<file path="src/lwo_pkg.sv">
// ----------------------------------------------------------------------------
// Waveshaper overdrive package
// Types, codes and fixed widths shared by the controller and the datapath.
// ----------------------------------------------------------------------------
package lwo_pkg;

  localparam int SAMPLE_W   = 16;
  localparam int TADDR_W    = 10;
  localparam int CFG_IDX_W  = 3;
  localparam int CFG_DATA_W = 16;
  localparam int MUL_A_W    = 25;
  localparam int MUL_B_W    = 18;
  localparam int PROD_W     = 43;

  localparam logic [15:0] UNITY_Q15 = 16'd32768;

  localparam logic [CFG_IDX_W-1:0] REG_DRIVE_GAIN     = 3'd0;
  localparam logic [CFG_IDX_W-1:0] REG_TONE_COEFF     = 3'd1;
  localparam logic [CFG_IDX_W-1:0] REG_WET_VOLUME     = 3'd2;
  localparam logic [CFG_IDX_W-1:0] REG_MIX_AMOUNT     = 3'd3;
  localparam logic [CFG_IDX_W-1:0] REG_EFFECT_ENABLED = 3'd4;
  localparam logic [CFG_IDX_W-1:0] REG_TABLE_READY    = 3'd5;

  typedef enum logic [4:0] {
    ST_IDLE, ST_DECODE, ST_WRITE, ST_PASS, ST_GAIN, ST_CLIP, ST_POS, ST_ADDR,
    ST_RD0, ST_RD1, ST_DIFF, ST_INTERP, ST_WS, ST_LPA, ST_LPB, ST_LP, ST_WET,
    ST_WETR, ST_MIXA, ST_MIXB, ST_MAG, ST_SCALE
  } lwo_state_e;

  typedef enum logic [4:0] {
    OP_NONE, OP_WRITE, OP_PASS, OP_GAIN, OP_CLIP, OP_POS, OP_ADDR, OP_RD0,
    OP_RD1, OP_DIFF, OP_INTERP, OP_WS, OP_LPA, OP_LPB, OP_LP, OP_WET, OP_WETR,
    OP_MIXA, OP_MIXB, OP_MAG, OP_SCALE
  } lwo_op_e;

  typedef struct packed {
    logic    load_in;
    logic    load_out;
    lwo_op_e op;
  } lwo_cmd_t;

  typedef struct packed {
    logic kind;
    logic table_ready;
  } lwo_stat_t;

endpackage

</file>
<file path="src/lwo_ctrl.sv">
// ----------------------------------------------------------------------------
// Waveshaper controller
// Sequences the datapath through one word and owns the output valid flag.
// ----------------------------------------------------------------------------
module lwo_ctrl import lwo_pkg::*; (
  input  logic      clk_i,
  input  logic      rst_ni,
  input  logic      in_valid_i,
  output logic      in_stall_o,
  output logic      out_valid_o,
  input  logic      out_stall_i,
  input  lwo_stat_t stat_i,
  output lwo_cmd_t  cmd_o
);

  lwo_state_e state_q, state_d;
  logic       out_valid_q, out_valid_d;
  logic       out_free;

  assign out_free = !out_valid_q || !out_stall_i;

  always_comb begin
    state_d = state_q;
    unique case (state_q)
      ST_IDLE: begin
        if (in_valid_i) state_d = ST_DECODE;
      end
      ST_DECODE: begin
        if (stat_i.kind) begin
          state_d = ST_WRITE;
        end else if (!stat_i.table_ready) begin
          state_d = ST_PASS;
        end else begin
          state_d = ST_GAIN;
        end
      end
      ST_WRITE:  state_d = ST_IDLE;
      ST_PASS: begin
        if (out_free) state_d = ST_IDLE;
      end
      ST_GAIN:   state_d = ST_CLIP;
      ST_CLIP:   state_d = ST_POS;
      ST_POS:    state_d = ST_ADDR;
      ST_ADDR:   state_d = ST_RD0;
      ST_RD0:    state_d = ST_RD1;
      ST_RD1:    state_d = ST_DIFF;
      ST_DIFF:   state_d = ST_INTERP;
      ST_INTERP: state_d = ST_WS;
      ST_WS:     state_d = ST_LPA;
      ST_LPA:    state_d = ST_LPB;
      ST_LPB:    state_d = ST_LP;
      ST_LP:     state_d = ST_WET;
      ST_WET:    state_d = ST_WETR;
      ST_WETR:   state_d = ST_MIXA;
      ST_MIXA:   state_d = ST_MIXB;
      ST_MIXB:   state_d = ST_MAG;
      ST_MAG:    state_d = ST_SCALE;
      ST_SCALE: begin
        if (out_free) state_d = ST_IDLE;
      end
      default:   state_d = ST_IDLE;
    endcase
  end

  always_comb begin
    cmd_o.load_in  = 1'b0;
    cmd_o.load_out = 1'b0;
    cmd_o.op       = OP_NONE;
    unique case (state_q)
      ST_IDLE:   cmd_o.load_in = in_valid_i;
      ST_DECODE: cmd_o.op = OP_NONE;
      ST_WRITE:  cmd_o.op = OP_WRITE;
      ST_PASS: begin
        cmd_o.op       = OP_PASS;
        cmd_o.load_out = out_free;
      end
      ST_GAIN:   cmd_o.op = OP_GAIN;
      ST_CLIP:   cmd_o.op = OP_CLIP;
      ST_POS:    cmd_o.op = OP_POS;
      ST_ADDR:   cmd_o.op = OP_ADDR;
      ST_RD0:    cmd_o.op = OP_RD0;
      ST_RD1:    cmd_o.op = OP_RD1;
      ST_DIFF:   cmd_o.op = OP_DIFF;
      ST_INTERP: cmd_o.op = OP_INTERP;
      ST_WS:     cmd_o.op = OP_WS;
      ST_LPA:    cmd_o.op = OP_LPA;
      ST_LPB:    cmd_o.op = OP_LPB;
      ST_LP:     cmd_o.op = OP_LP;
      ST_WET:    cmd_o.op = OP_WET;
      ST_WETR:   cmd_o.op = OP_WETR;
      ST_MIXA:   cmd_o.op = OP_MIXA;
      ST_MIXB:   cmd_o.op = OP_MIXB;
      ST_MAG:    cmd_o.op = OP_MAG;
      ST_SCALE: begin
        cmd_o.op       = OP_SCALE;
        cmd_o.load_out = out_free;
      end
      default:   cmd_o.op = OP_NONE;
    endcase
  end

  assign out_valid_d = cmd_o.load_out || (out_valid_q && out_stall_i);

  always_ff @(posedge clk_i or negedge rst_ni) begin
    if (!rst_ni) begin
      state_q     <= ST_IDLE;
      out_valid_q <= 1'b0;
    end else begin
      state_q     <= state_d;
      out_valid_q <= out_valid_d;
    end
  end

  assign in_stall_o  = (state_q != ST_IDLE);
  assign out_valid_o = out_valid_q;

endmodule

</file>
<file path="config.mk">
export PLATFORM = sky130hd
export DESIGN_NAME = lwo_ctrl
export DESIGN_NICKNAME = d
export VERILOG_FILES = /design/src/lwo_pkg.sv /design/src/lwo_ctrl.sv
export SDC_FILE = /design/constraint.sdc
export NUM_CORES = 1
export LEC_CHECK = 0
export BUFFER_PORTS_ARGS = -buffer_cell sky130_fd_sc_hd__buf_2
export CAP_MARGIN = 20
export CORE_ASPECT_RATIO = 1.2
export CORE_UTILIZATION = 30
export CTS_CLUSTER_DIAMETER = 50
export DETAILED_ROUTE_END_ITERATION = 16
export SETUP_SLACK_MARGIN = 0.4
export SYNTH_ARGS = -nofsm -noshare
export SYNTH_HDL_FRONTEND = slang
export SYNTH_SLANG_ARGS = --single-unit
export TNS_END_PERCENT = 1
</file>
<file path="constraint.sdc">
create_clock -name clk_i -period 2.8 [get_ports clk_i]
set_input_delay 0.28 -clock clk_i [delete_from_list [all_inputs] [get_ports clk_i]]
set_output_delay 0.28 -clock clk_i [all_outputs]
set_load 0.005 [all_outputs]
</file>
* Word level (Yosys, flattened, before mapping)
Cells that the tools add are included.
Storage, ports and cells: register bits after elaboration 6, latch bits 0, bits in writable memories 0, bits in read-only memories 0, output and inout port bits 9, logic and storage cells 42, memories 0
Operators by class: add/subtract/negate cells 0, $mul 0, div/mod/pow operators 0, magnitude comparators 0, equality and inequality tests 23, shift operators 0, mux-type cells 8, bitwise logic cells 0, reduce and logical (&&, ||, !) cells 9
Operator list (count):
- case mux 5 bit (20 select lines) | 2
- equality test 5 x 4 -> 1 bit (second input constant) | 8
- equality test 5 bit (second input constant) | 6
- equality test 5 x 3 -> 1 bit (second input constant) | 4
- equality test 5 x 2 -> 1 bit (second input constant) | 2
- 2-to-1 mux 5 bit | 2
- 2-to-1 mux 3 bit | 2
- equality test 5 x 1 -> 1 bit (second input constant) | 1
- zero test 5 bit | 1
- nonzero test 5 bit | 1
- zero test 1 bit | 2
- logical OR 1 bit | 2
- 2-to-1 mux 1 bit | 2
- inequality test 2 x 1 -> 1 bit (second input constant) | 1
- inequality test 2 bit (second input constant) | 1
- AND reduction 2 bit | 1
- OR reduction 2 bit | 1
- logical AND 1 bit | 1

* Longest topological paths before layout
Gate-level depths: netlist of run 1.
depth after elaboration 4, depth in mapped cells 6, depth with buffers taken out 4

* Worst setup path before layout of run 1
Ideal clock, no wire load.
path kind register to register, start point register state_q[3], end point register state_q[0], arrival 1.405 ns, required time 2.704 ns, path slack 1.300 ns, stages on the path, launching flop included 6, path buffers 2, period minus slack after synthesis 1.500 ns, cells stage by stage dfrtp_1 -> buf_6 -> or3_1 -> buf_2 -> o31a_1 -> o32ai_2
Between the ends: cells in the longest elaborated chain, start to end 4, elaborated cells between the ends (all ways) 26
Ends and longest elaborated chain:
- start, declared | RTL line lwo_ctrl.sv:16 | lwo_state_e state_q, state_d;
- start signal, assigned | RTL line lwo_ctrl.sv:109 | state_q <= state_d;
- parallel branches: the longest is 4 deep, another holds case mux 5 bit (20 select lines)
Parallel ways; which one is timed is not known. A chain may end at the register's enable or synchronous reset.

==> run metrics, run 1 <==
post-route cell area=between 600 and 700 um^2; Hold-fix buffers, CTS=1; Layout Nets=a little under 90; Hold Violations, Final=0; I/O pins=15; synth cell count leaders=nor2_1, nand2_1, a21oi_1, dfrtp_1, clkbuf_1; WP data required=roughly 2.5 ns; fin crit share=0.6947; Top FF cell, synth=dfrtp_1; CTS Buf Count=3; dpl hpwl=about 850 um; synth-to-layout area growth=16.90%; CTS tree=built; DR vias=around 530; postcts setup bufs=0; post-synth top area share=0.2817; Rel. slew slack=0.6887; Post-Layout Cell Count=slightly below 100; count leader, synth=nor2_1; number of synthesized register bits=6; clk buf depth=2; Final min period=around 1.9 ns; Post-synth EDFFs=0; PnR worst setup slack=between 0.8 and 0.9 ns; max-slew violation total from the final report=0; vias in the first global route=between 400 and 500; Max IR drop VDD=about 0.48 mV; Initial Util=0.3247; worst slack at placement=about 1.1 ns; clock skew=between 0.0015 and 0.002 ns; Chip Width=between 40 and 50 um; share of layout cells above drive strength 1=0.2222; CTS Root Buffer Type=clkbuf_4; Via density=around 5.3; WL final=between 1000 and 1500 um; largest net degree at the start of global routing=18; PortBufs=14; die area=1950 um^2; Inst Count DP=between 90 and 100; outcome=finished clean; fill count=around 190; Std-Cell Rows=16; cell area after synthesis=about 530 um^2; antenna diode count=0; Clk Latency, worst-skew pair=0.24 ns; endpoints failing setup=0; cell area after placement=590.6 um^2; dominant cells by area after synthesis=dfrtp_1, a21oi_1, nor2_1, nand2_1, clkbuf_1; initial antenna violation count=0; first-pass GRT wire length=~1800 um; nature of the critical path endpoint=output pin; Sequential Area=~150 um^2; PnR Total Power=roughly 0.72 mW; Worst Setup Path Type=flop to output pin; DRT Pass-1 Iters=4; unrepaired setup endpoints after global routing=false; core area=between 1500 and 2000 um^2; Synth area leader=dfrtp_1; measured slew at the worst slew-check pin=0.4669 ns; Power Dens Cells=around 1200 nW/um^2; Post-CTS Resized=0; H-Tree Depth=1; Overflow after GRT=0; max-capacitance violation count=0; GPL Wtd Cong=between 0.7 and 0.8; area of the multi-input gates=340.3 um^2; Startpoint Class=flop; Die H=48.18 um; total track usage=0.1447; Seq/Total Area, Yosys=0.2817; synth unique cells=34; Remaining DRCs=0; Peak Freq=514.1 MHz; syn_area_per_cell=around 7.6 um^2; worst hold slack=0.3798 ns; WL/cell=12.05 um; # clock sinks=6; Core Util, Final=0.3796; CP arrival=1.67 ns; number of DRC markers in iteration 0=11; Syn Inst Count=70; Yosys warning count=0; Routed Antenna Nets=0; CP max FO=17; Mapped Nets=between 70 and 80; Async SR Flop Fraction=1.000; setup_tns=0 ns; Hold Path Class=input port to flop; Reg clk slew, reported paths=approximately 0.040 ns; Pleak=between 0.2 and 0.3 nW
[report_power, final]
part           switching [mW]  internal [mW]
Combinational           0.196          0.205
Clock                  0.0293         0.0483
Sequential              0.117          0.126
[layout by cell type (no fill, tap or decap)]
cell / Yosys / layout
inv_1: 2 / 2
or3_1: 1 / 1
nor2_1: 8 / 8
a22o_1: 1 / 1
or2b_1: 1 / 1
o2bb2ai_1: 1 / 1
o31a_1: 1 / 1
o21a_1: 1 / 1
xnor2_1: 1 / 1
nand4b_1: 1 / 1
nand2b_1: 2 / 2
nand2_1: 7 / 7
o32ai_1: 2 / 2
o211ai_1: 1 / 1
nand3_1: 1 / 1
and3b_1: 1 / 1
o32ai_2: 1 / 1
a31oi_1: 1 / 1
a21oi_1: 6 / 6
mux2i_1: 1 / 1
nor3_1: 3 / 3
o2111ai_1: 1 / 1
nor2b_1: 3 / 3
buf_2: 1 / 14
clkbuf_4: 0 / 3
and2_1: 1 / 1
nor3b_1: 2 / 2
o21ai_0: 1 / 1
dlygate4sd3_1: 0 / 1
nor4b_1: 1 / 1
dfrtp_1: 6 / 6
and3_1: 1 / 1
o22ai_1: 1 / 1
a21o_1: 2 / 2
[final cells by class]
class                   count  share of cell area
flip-flops and latches      6              0.2410
clock buffers               3             0.03614
well taps                  18             0.03614
multi-input cells          55              0.5462
inverters                   2             0.01205
repair buffers             15              0.1285
[kinds of logic after synthesis]
family / synth area share
multiplexers: 0.01878
AND/OR/NAND/NOR: 0.3287
AO/OA/AOI/OAI: 0.2747
XOR/XNOR: 0.01643
flip-flops: 0.2817
buffers and inverters: 0.07981
[worst max-delay path: stages (launching register included)]
cell and delay, ns:
dfrtp_1 0.62, and3b_1 0.23, o211ai_1 0.36, a21oi_1 0.07, buf_2 0.14
[state kept, by name, summed over array words and instances, names as in the netlist]
signal	flops
state_q	5
out_valid_o	1
[worst paths after layout]
kind | from | to | slack [ns] | depth (start not counted)
max in group asynchronous | rst_ni | state_q[3] | 2.27 | 2
worst min-delay path | out_stall_i | out_valid_o | 0.38 | 3
min in group asynchronous | rst_ni | out_valid_o | 0.39 | 2
worst max-delay path | state_q[1] | cmd_o[5] | 0.85 | 4
worst min register to register | out_valid_o | out_valid_o | 0.63 | 2
worst max register to register | state_q[4] | state_q[0] | 1.18 | 3
[routing by layer]
layer  up-vias  routed length (um)  GRT usage
met4         0                  24     0.1000
met3         2                  56    0.02740
met2        23                 495     0.1841
met5         -                   0          0
met1       227                 616     0.2155
li1        274                   -          -
(Power assumes the default switching activity.)
==> run 2, diff against run 1 <==
clock period = 1.6 ns   (was 2.8 ns; I/O delays follow)
==> run metrics, run 2 (same netlist as run 1, synthesis figures left out) <==
CTS Root Buffer Type=clkbuf_4 (unchanged); Slowest-stage cell, CP=dfrtp_1 (unchanged); cell area after placement=650.6 um^2 (was 590.6 um^2); Rel. slew slack=0.8200 (was 0.6887); CTS tree=built (unchanged); Reg power frac=0.243 (was 0.337); Max IR drop VDD=0.9615 mV (was 0.4804 mV); PnR worst setup slack=-0.06967 ns (was 0.8549 ns); WL/cell=13.05 um (was 12.05 um); Std-Cell Rows=16 (unchanged); worst hold slack=0.2529 ns (was 0.3798 ns); I/O pins=15 (unchanged); Peak Freq=598.9 MHz; endpoints failing setup=3 (was 0); Power Dens Cells=2074 nW/um^2 (was 1160 nW/um^2); flop2flop setup slack=0.11 ns (was 1.18 ns); combinational power share=0.666 (was 0.556); Pleak=0.3462 nW (was 0.2892 nW); Layout Nets=100 (was 89); Via density=5.418 (was 5.313); max incr delay on CP=0.40 ns (was 0.62 ns); CTS Buf Count=3 (unchanged); DRT Pass-1 Iters=4 (unchanged); die area=1950 um^2 (unchanged); Startpoint Class=flop (unchanged); unrepaired setup endpoints after global routing=true (was false); commonest non-fill, non-tap cells in the layout=buf_2, buf_4, nor2_1 (was buf_2, nor2_1, nand2_1); Reg clk slew, reported paths=0.04 ns (about the same); post-route cell area=729.5 um^2 (was 623.1 um^2); nature of the critical path endpoint=output pin (unchanged); initial antenna violation count=0 (unchanged); WL final=1436 um (was 1193 um); total track usage=0.1664 (was 0.1447); Clk pwr share=0.091 (was 0.107); PortBufs=14 (unchanged); antenna diode count=0 (unchanged); dpl hpwl=1028 um (was 848 um); CP max FO=9 (was 17); max reg flops=5 (unchanged); Core Util, Final=0.4444 (was 0.3796); most common cell after layout, fill and taps aside=buf_2 (unchanged); Int Power=0.8403 mW (was 0.3799 mW); outcome=finished with violations (was finished clean); share of layout cells above drive strength 1=0.3696 (was 0.2222); max-capacitance violation count=0 (unchanged); Hold Violations, Final=0 (unchanged); switch share=0.4446 (was 0.4743); clock skew=0.0003577 ns (was 0.001782 ns); max-slew violation total from the final report=0 (unchanged); CP cell instances=buf_6, or2b_1, o32ai_2, o2bb2ai_1, buf_2 (was and3b_1, o211ai_1, a21oi_1, buf_2); Die H=48.18 um (unchanged); Routed Antenna Nets=0 (unchanged); H-Tree Depth=1 (unchanged); Overflow after GRT=0 (unchanged); NetSw=0.6726 mW (was 0.3427 mW); synth-to-layout area growth=36.85% (was 16.90%); fin crit share=1.044; Final min period=1.670 ns; vias in the first global route=543 (was 404); clk buf depth=2 (unchanged); Top reg by flops=state_q (unchanged); Remaining DRCs=0 (unchanged); core area=1642 um^2 (unchanged); GPL Wtd Cong=0.7765 (was 0.7696); Hold Path Class=input port to flop (unchanged); largest net degree at the start of global routing=15 (was 18); failing checks=negative setup slack; WP data required=1.44 ns (was 2.52 ns); number of DRC markers in iteration 0=13 (was 11); Chip Width=40.48 um (unchanged); # clock sinks=6 (unchanged); DR vias=596 (was 526); Initial Util=0.3247 (unchanged); first-pass GRT wire length=2208 um (was 1842 um); CP arrival=1.51 ns (was 1.67 ns); Clk Latency, worst-skew pair=0.24 ns (about the same); measured slew at the worst slew-check pin=0.2662 ns (was 0.4669 ns); Worst Setup Path Type=flop to output pin (unchanged)
## run 2: power by group through the flow
stage               Clock, mW  Sequential (mW)  Combinational (mW)
floorplan                   0            0.275               0.673
global placement            0            0.360               0.896
detailed placement          0            0.359               0.908
CTS                     0.143            0.357                1.00
global route            0.147            0.383                1.13
finish                  0.137            0.368                1.01
## run 2: routing by layer
layer,GRT usage,vias to the layer above,part of all wire
met5,0,-,0
met4,0.1133,0,0.028
met3,0.03196,6,0.046
met2,0.2603,21,0.48
met1,0.2040,272,0.45
li1,-,297,-
## run 2: final cells by class
| type | count | area (um^2) |
|---|---|---|
| inverters | 2 | 7.507 |
| fillers | 174 | 912.1 |
| repair buffers | 26 | 170.2 |
| clock buffers | 3 | 22.52 |
| multi-input cells | 55 | 352.8 |
| flip-flops and latches | 6 | 153.9 |
| well taps | 18 | 22.52 |
## run 2: worst paths after layout
check / startpoint / depth (start not counted) / to
min reg2reg: state_q[4] / 2 / state_q[3]
min in group asynchronous: rst_ni / 2 / state_q[4]
max in group asynchronous: rst_ni / 2 / state_q[0]
min: stat_i[0] / 3 / state_q[0]
max: state_q[4] / 5 / cmd_o[2]
max reg2reg: state_q[4] / 3 / state_q[0]
## run 2: critical path, delay by kind of cell, from the launching register on
kind | cells | cell delay, ns
DFF | 1 | 0.40
AOI/OAI and AO/OA | 2 | 0.35
buffers and inverters | 2 | 0.28
and+or+nand+nor | 1 | 0.24
## run 2: stage by stage
stage / setup TNS, ns / std cells / setup slack [ns] / power (mW)
final: -0.1557 / 110 / -0.06967 / 1.513
after global routing: -0.5827 / 110 / -0.1547 / 1.655
after CTS: -0.1908 / 110 / -0.08096 / 1.500
after detailed placement: 0 / 103 / 0.09986 / 1.267
after global placement: 0 / 103 / 0.09788 / 1.256
after floorplan: 0 / 70 / 0.1070 / 0.9477
## run 2: what timing repair did
action / 4_1_cts / 5_1_grt
pin swaps: 2 / 3
setup buffers: 3 / 0
hold buffers: 1 / 0
endpoints found under the setup margin: 12 / 14
resized for setup: 5 / 2
endpoints found under the hold margin: 6 / 0
gates cloned: 0 / 0
==> run 3, diff against run 2 <==
ABC_AREA = 1   (was unset)
==> run metrics, run 3 <==
worst slack at placement=0.1003 ns (was 0.09986 ns); Max IR drop VDD=0.8753 mV (was 0.9615 mV); largest net degree at the start of global routing=12 (was 15); Top FF cell, synth=dfrtp_1 (unchanged); Post-synth EDFFs=0 (unchanged); PortBufs=14 (unchanged); max reg flops=5 (unchanged); CP cell instances=inv_2, nor2_2, buf_6, a22oi_2, and2_4, nand3b_1, buf_2 (was buf_6, or2b_1, o32ai_2, o2bb2ai_1, buf_2); PnR Total Power=1.711 mW (was 1.513 mW); met3 routed wirelength=77 um (was 66 um); Syn Inst Count=102 (was 70); WL final=2011 um (was 1436 um); Hold Path Class=input port to flop (unchanged); first-pass GRT wire length=3077 um (was 2208 um); CTS Root Buffer Type=clkbuf_4 (unchanged); Std-Cell Rows=17 (was 16); Top reg by flops=state_q (unchanged); Power Dens Cells=1956 nW/um^2 (was 2074 nW/um^2); DR vias=787 (was 596); Synth area leader=dfrtp_1 (unchanged); Final min period=1.723 ns (was 1.670 ns); die area=2216 um^2 (was 1950 um^2); measured slew at the worst slew-check pin=0.2167 ns (was 0.2662 ns); synth-to-layout area growth=43.53% (was 36.85%); Int Power=0.8460 mW (was 0.8403 mW); Clk Latency, worst-skew pair=0.25 ns (was 0.24 ns); Overflow after GRT=0 (unchanged); I/O pins=15 (unchanged); post-synth top area share=0.2464 (was 0.2817); most common cell after layout, fill and taps aside=nand2_1 (was buf_2); CP max FO=5 (was 9); GPL Wtd Cong=0.9242 (was 0.7765); failing checks=negative setup slack (unchanged); Worst path top cell family by delay=flip-flops (unchanged); core area=1872 um^2 (was 1642 um^2); outcome=finished with violations (unchanged); Initial Util=0.3255 (was 0.3247); endpoints failing setup=5 (was 3); commonest non-fill, non-tap cells in the layout=nand2_1, buf_2, nor2_1 (was buf_2, buf_4, nor2_1); max-slew violation total from the final report=0 (unchanged); Startpoint Class=flop (unchanged); Routed Antenna Nets=0 (unchanged); antenna diode count=0 (unchanged); nature of the critical path endpoint=output pin (unchanged); fill count=192 (was 174); Clk pwr share=0.095 (was 0.091); synth cell count leaders=nand2_1, nor2_1, inv_1, nand3_1, dfrtp_1 (was nor2_1, nand2_1, a21oi_1, dfrtp_1, clkbuf_1); Layout Nets=137 (was 100); vias in the first global route=695 (was 543); max-capacitance violation count=0 (unchanged); Reg clk slew, reported paths=0.06 ns (was 0.04 ns); area of the multi-input gates=441.7 um^2 (was 352.8 um^2); dominant cells by area after synthesis=dfrtp_1, nand2_1, nand3_1, nor2_1, inv_1 (was dfrtp_1, a21oi_1, nor2_1, nand2_1, clkbuf_1); Async SR Flop Fraction=1.000 (unchanged); cell area after synthesis=609.3 um^2 (was 533.0 um^2); clk buf depth=2 (unchanged); Peak Freq=580.5 MHz (was 598.9 MHz); Via density=5.282 (was 5.418); number of DRC markers in iteration 0=22 (was 13); CP arrival=1.56 ns (was 1.51 ns); Seq/Total Area, Yosys=0.2464 (was 0.2817); clock skew=0.005588 ns (was 0.0003577 ns); Rel. slew slack=0.8551 (was 0.8200); WP data required=1.44 ns (about the same); CTS tree=built (unchanged); fin crit share=1.077 (was 1.044); synth unique cells=23 (was 34); Hold Violations, Final=0 (unchanged); CP bufs+invs=3 (was 2); Reg power frac=0.192 (was 0.243); count leader, synth=nand2_1 (was nor2_1); Sequential Area=156.4 um^2 (was 153.9 um^2); Die H=51.37 um (was 48.18 um); Slowest-stage cell, CP=dfrtp_2 (was dfrtp_1); number of synthesized register bits=6 (unchanged); CTS Buf Count=3 (unchanged); max incr delay on CP=0.46 ns (was 0.40 ns); top sig layer=met4 (unchanged); # clock sinks=6 (unchanged); Remaining DRCs=0 (unchanged); dpl hpwl=1332 um (was 1028 um); switch share=0.5055 (was 0.4446); initial antenna violation count=0 (unchanged); WL/cell=13.50 um (was 13.05 um); syn_area_per_cell=5.974 um^2 (was 7.614 um^2); routed length on met2=1056 um (was 687 um); Chip Width=43.14 um (was 40.48 um); Worst Setup Path Type=flop to output pin (unchanged); DRT Pass-1 Iters=4 (unchanged); total track usage=0.1864 (was 0.1664); H-Tree Depth=1 (unchanged); Mapped Nets=108 (was 76); unrepaired setup endpoints after global routing=true (unchanged); Yosys warning count=0 (unchanged); NetSw=0.8647 mW (was 0.6726 mW); M1 wire length=840 um (was 642 um); Pleak=0.4760 nW (was 0.3462 nW); combinational power share=0.713 (was 0.666); PnR worst setup slack=-0.1227 ns (was -0.06967 ns); share of layout cells above drive strength 1=0.4615 (was 0.3696)
-- run 3: kinds of logic (layout without fill, tap and decap cells) --
kind of cell	Yosys count	count (layout)	share of synthesized area
AND/OR/NAND/NOR	69	69	0.5236
buffers and inverters	16	44	0.1170
flip-flops	6	6	0.2464
AO/OA/AOI/OAI	11	11	0.1129
-- run 3: final timing paths --
| kind | slack, ns | from | endpoint | cells past startpoint |
|---|---|---|---|---|
| min reg2reg | 0.50 | out_valid_o | out_valid_o | 2 |
| max in group asynchronous | 1.16 | rst_ni | state_q[3] | 2 |
| max reg2reg | 0.18 | state_q[4] | state_q[2] | 9 |
| min | 0.12 | out_stall_i | out_valid_o | 3 |
| min in group asynchronous | 0.27 | rst_ni | out_valid_o | 2 |
| max | -0.12 | state_q[2] | cmd_o[1] | 7 |
-- run 3: cell type report --
cell class,count,area share
Clock buffer,4,0.03004
Sequential cell,6,0.1788
Inverter,14,0.06009
Tap cell,19,0.02718
Multi-Input combinational cell,80,0.5050
Timing Repair Buffer,26,0.1989
-- run 3: repair_timing --
action	CTS	global route
pin swaps	14	7
hold buffers	1	0
buffers inserted	5	4
hold endpoints to repair	6	0
setup endpoints to repair	14	13
gates resized for setup	21	5
-- run 3: power by group through the flow --
stage	Combinational [mW]	Sequential (mW)	Clock, mW
2_1_floorplan	0.655	0.293	0
3_3_place_gp	0.935	0.319	0
3_5_place_dp	0.930	0.319	0
4_1_cts	1.10	0.330	0.166
5_1_grt	1.35	0.337	0.180
6_report	1.22	0.329	0.162
-- run 3: stage by stage --
stage	utilization	TNS (ns)	area (um^2)	hold slack [ns]	instances
global route	0.4672	-0.7277	874.6	0.1129	149
CTS	0.4412	-0.09540	825.8	0.1126	145
floorplan	-	0	613.1	-0.1356	102
detailed placement	0.3757	0	703.2	-0.001297	135
finish	0.4672	-0.2859	874.6	0.1224	149
global placement	0.3757	0	703.2	-0.008094	135
-- run 3: metal layers --
| metal | vias up | track usage |
|---|---|---|
| met2 | 39 | 0.3035 |
| met4 | 0 | 0.1162 |
| li1 | 388 | - |
| met3 | 6 | 0.02473 |
| met1 | 354 | 0.2278 |
| met5 | - | 0 |
-- run 3: worst min-delay path, stage by stage --
cell and delay, ns:
buf_2 0.07, nand2_1 0.05, nand2_1 0.06
